--- src/assert_macros.svh ---
`ifndef ASSERT_MACROS_SVH
`define ASSERT_MACROS_SVH

// same-cycle implication, checked out of reset
`define ASSERT_IMPLY(label, clk, rst_n, ante, cons, msg) \
    label: assert property (@(posedge clk) disable iff (!rst_n) (ante) |-> (cons)) \
        else $error(msg);

// next-cycle implication, checked out of reset
`define ASSERT_NEXT(label, clk, rst_n, ante, cons, msg) \
    label: assert property (@(posedge clk) disable iff (!rst_n) (ante) |=> (cons)) \
        else $error(msg);

`endif

--- src/bavg_pkg.sv ---
`default_nettype none

package bavg_pkg;

    localparam int PIX_W        = 8;
    localparam int SUM_W        = 16;
    localparam int OUT_W        = 10;
    localparam int CFG_W        = 11;
    localparam int BS_W         = 5;
    localparam int IDX_W        = 2;
    localparam int HEIGHT_LIMIT = 1024;
    localparam int Y_W          = $clog2(HEIGHT_LIMIT);
    localparam int DIV_CNT_W    = $clog2(SUM_W);

    localparam logic [IDX_W-1:0] CFG_BLOCK_SIZE   = 2'd0;
    localparam logic [IDX_W-1:0] CFG_IMAGE_WIDTH  = 2'd1;
    localparam logic [IDX_W-1:0] CFG_IMAGE_HEIGHT = 2'd2;

    typedef struct packed {
        logic accept;
        logic div_step;
        logic load_out;
    } t_cmd;

    typedef struct packed {
        logic emit;
        logic out_free;
        logic cfg_hit;
    } t_sts;

endpackage

`default_nettype wire

--- src/bavg_ctrl.sv ---
`default_nettype none

module bavg_ctrl
    import bavg_pkg::*;
(
    input  wire logic i_clk,
    input  wire logic i_rst_n,
    input  wire logic i_valid,
    input  wire t_sts i_sts,
    output logic      o_ready,
    output t_cmd      o_cmd
);
    typedef enum logic [3:0] {
        S_READ = 4'b0001,
        S_IDLE = 4'b0010,
        S_DIV  = 4'b0100,
        S_OUT  = 4'b1000
    } t_state;

    t_state               r_state, n_state;
    logic [DIV_CNT_W-1:0] r_cnt, n_cnt;

    always_comb begin
        n_state = r_state;
        n_cnt   = r_cnt;
        o_cmd   = '0;
        o_ready = 1'b0;
        if (i_sts.cfg_hit) begin
            n_state = S_READ;
        end else begin
            case (r_state)
                S_READ: begin
                    n_state = S_IDLE;
                end
                S_IDLE: begin
                    o_ready = 1'b1;
                    if (i_valid) begin
                        o_cmd.accept = 1'b1;
                        if (i_sts.emit) begin
                            n_state = S_DIV;
                            n_cnt   = DIV_CNT_W'(SUM_W - 1);
                        end else begin
                            n_state = S_READ;
                        end
                    end
                end
                S_DIV: begin
                    o_cmd.div_step = 1'b1;
                    if (r_cnt == '0) begin
                        n_state = S_OUT;
                    end else begin
                        n_cnt = r_cnt - DIV_CNT_W'(1);
                    end
                end
                S_OUT: begin
                    if (i_sts.out_free) begin
                        o_cmd.load_out = 1'b1;
                        n_state        = S_READ;
                    end
                end
                default: begin
                    n_state = S_READ;
                end
            endcase
        end
    end

    always_ff @(posedge i_clk) begin
        if (!i_rst_n) begin
            r_state <= S_READ;
            r_cnt   <= '0;
        end else begin
            r_state <= n_state;
            r_cnt   <= n_cnt;
        end
    end
endmodule

`default_nettype wire

--- config.mk ---
export PLATFORM = sky130hd
export DESIGN_NAME = bavg_ctrl
export DESIGN_NICKNAME = d
export VERILOG_FILES = /design/src/assert_macros.svh /design/src/bavg_pkg.sv /design/src/bavg_ctrl.sv
export SDC_FILE = /design/constraint.sdc
export NUM_CORES = 1
export LEC_CHECK = 0
export ABC_CLOCK_PERIOD_IN_PS = 4750
export BUFFER_PORTS_ARGS = -buffer_cell sky130_fd_sc_hd__buf_2
export CAP_MARGIN = 20
export CORE_AREA = 4 4 45 47
export DETAILED_ROUTE_END_ITERATION = 7
export DIE_AREA = 0 0 49 51
export PLACE_DENSITY = 0.62
export SYNTH_ARGS = -nofsm -noshare
export SYNTH_HDL_FRONTEND = slang
export SYNTH_SLANG_ARGS = --single-unit
--- constraint.sdc ---
create_clock -name i_clk -period 4.75 [get_ports i_clk]
set_clock_uncertainty 0.2 [all_clocks]
set_input_delay 0.7125 -clock i_clk [delete_from_list [all_inputs] [get_ports i_clk]]
set_output_delay 0.7125 -clock i_clk [all_outputs]
set_load 0.1 [all_outputs]
==> impl_metrics.yaml <==
sta:
  fin_setup_tns_ns: 0
  slew_headroom: 0.686
  post-route-min-period_ns: 2.74
  tightest_slew_ns: 0.468
  holdWs_ns: 0.312
  fin_crit_sh: 0.576
  setup_ws_ns: 2.01
  setup_viol: 0
  hold_viol: 0
  fmax_mhz: 366
  grt_setup_unrepaired: "no"
  slew_violations: 0
routing:
  drtAntennaViolNets: 0
  wl_per_cell_um: 13.0
  firstDrtPassIters: 4
  dr_total_vias: 500
  route.detailed.drc: 0
  totalWireLength_um: 1170
  drtIter0Drc: 7
  routed_via_density: 5.56
run_status:
  status: "finished, final reports clean"
hold_path:
  holdCritPathClass: "reg2reg"
  hold_depth: 2
  hold_end: "r_cnt[0]"
  hp-start: "r_cnt[0]"
clock_tree:
  clk_latency_ns: 0.25
  cts_root_buffer: "clkbuf_4"
  clk_pin_slew_ns: 0.06
  cts_buffers: 3
  cts_tree: "built"
  clockBufferDepth: 2
  cts_setup_buffers: 0
  cts_hold_buf: 0
  clkSinkCount: 8
  cts_repair_resize_count: 0
  htreeDepth: 1
global_route:
  grt_pass1_vias: 480
  grt_max_degree: 12
  antenna_found_initial: 0
  grt_pass1_wl_um: 2110
  overflow: 0
  track_usage: 0.106
power:
  power_mw: 0.139
  peakVddDrop_v: 0.000126
  p_leak_nw: 0.214
  power_density_mw_per_mm2: 228
worst_setup_path:
  r2r_start: "r_cnt[1]"
  crit_type: "reg2out"
  worstRegToRegCells: 5
  r2r-end: "r_cnt[3]"
  crit_fanout: 9
  cp-end-kind: "output pin"
  worstPathArrival_ns: 1.82
  rrSetupSlack_ns: 2.94
  critPathLaunchType: "flop"
  cp_data_required_time_ns: 3.84
die:
  rows: 15
  die_h_um: 51
  start_util: 0.327
  ios: 10
  fp.coreArea_mm2: 0.00165
  die-area_mm2: 0.00250
  dieWidth_um: 49
yosys:
  yosysMostFrequentCell: "dfxtp_1"
  syn_area_um2: 541
  synth_edf_count: 0
  syn_nets: 72
  synth_top_area_share: 0.296
  ys.warnings.count: 0
  yosysUniqueCellTypes: 33
  synth_top_area_cell: "dfxtp_1"
  ys_seq_elements: 8
  ys_seq_area_frac: 0.296
  synthTopCellsByArea: "dfxtp_1 (30%), nor4_1 (5.8%), inv_1 (4.9%)"
  synth_cells: 65
  avgSynthCellArea_um2: 8.32
  async_reset_ff_frac: 0
  ys.flop_type: "dfxtp_1"
  synthTopCellsByCount: "dfxtp_1 (8), inv_1 (7), nor4_1 (5), nor3_1 (4)"
layout:
  n_antenna_cell: 0
  area_delta_synth_final_pct: 13.0
  fin_nets: 82
  drive_gt1_frac: 0.260
placement:
  dpl.hpwl_um: 885
  pre_cts_ws_ns: 2.14
  gp_congestion: 0.729
  port-buffer-count: 9
flow_run:
  maxCapViolCount: 0
## report_power, final
part | internal [mW] | switching [mW]
sequential | 0.0684 | 0.00361
clock | 0.0289 | 0.0232
combinational | 0.00611 | 0.00880
## metal layers
layer  wire, um  track usage  share of wire
met1        579        0.140           0.50
met2        530        0.159           0.45
met3         58       0.0437          0.050
met4          0       0.0269              0
met5          0            0              0
## worst max-delay path, stage by stage, from the launching register on
cell and delay (ns):
dfxtp_1 0.40, or4b_4 0.62, nor2_1 0.12, buf_2 0.43
## state kept, by name, summed over array words and instances, names as in the netlist
name     cells
r_cnt        4
r_state      4
## per-stage QoR
| step | cell area [um2] | instances | utilization |
|---|---|---|---|
| after global routing | 611 | 90 | 0.370 |
| after CTS | 611 | 90 | 0.370 |
| after detailed placement | 588 | 87 | 0.356 |
| after global placement | 588 | 87 | 0.356 |
| final | 611 | 90 | 0.370 |
| after floorplan | 553 | 65 | - |
## layout by cell type, fill, tap and decap left out, drive strengths merged
cell | Yosys | routed
and4b | 1 | 1
and2b | 1 | 1
or2b | 1 | 1
a21oi | 3 | 3
nor2b | 1 | 1
nor4 | 5 | 5
o311ai | 2 | 2
and2 | 1 | 1
o41ai | 1 | 1
dfxtp | 8 | 8
xnor2 | 1 | 1
a22oi | 1 | 1
nor2 | 3 | 3
o31ai | 1 | 1
or3b | 1 | 1
o2111ai | 1 | 1
inv | 7 | 7
or3 | 1 | 1
nand2 | 1 | 1
clkbuf | 1 | 3
o32ai | 1 | 1
nor3b | 2 | 2
or4b | 1 | 1
a211oi | 3 | 3
o21ai | 3 | 3
a2bb2oi | 1 | 1
nor3 | 4 | 4
buf | 3 | 9
nand3 | 1 | 1
nand2b | 3 | 3
ha | 1 | 1
## area by class of cell
type / count / area, um2
well taps: 17 / 21.3
fillers: 176 / 1040
repair buffers: 9 / 45.0
multi-input cells: 46 / 335
flip-flops and latches: 8 / 160
inverters: 7 / 26.3
clock buffers: 3 / 22.5
## how the worst max path moves through the flow
stage / from / endpoint / slack [ns]
floorplan: i_sts[0] / o_cmd[2] / 0.31
global placement: i_sts[0] / o_cmd[0] / 2.16
detailed placement: i_sts[0] / o_cmd[0] / 2.14
CTS: r_state[3] / o_cmd[1] / 2.01
global route: r_state[3] / o_cmd[1] / 1.94
finish: r_state[3] / o_cmd[1] / 2.01
## cells by family (layout without fill, tap and decap cells)
family,after synthesis,in the layout,synth area share
AND/OR/NAND/NOR,27,27,0.322
AO/OA/AOI/OAI,17,17,0.236
flip-flops,8,8,0.296
adder cells (fa/ha/maj),1,1,0.0231
buffers and inverters,11,19,0.106
XOR/XNOR,1,1,0.0162
Power figures use the tool's default switching activity.
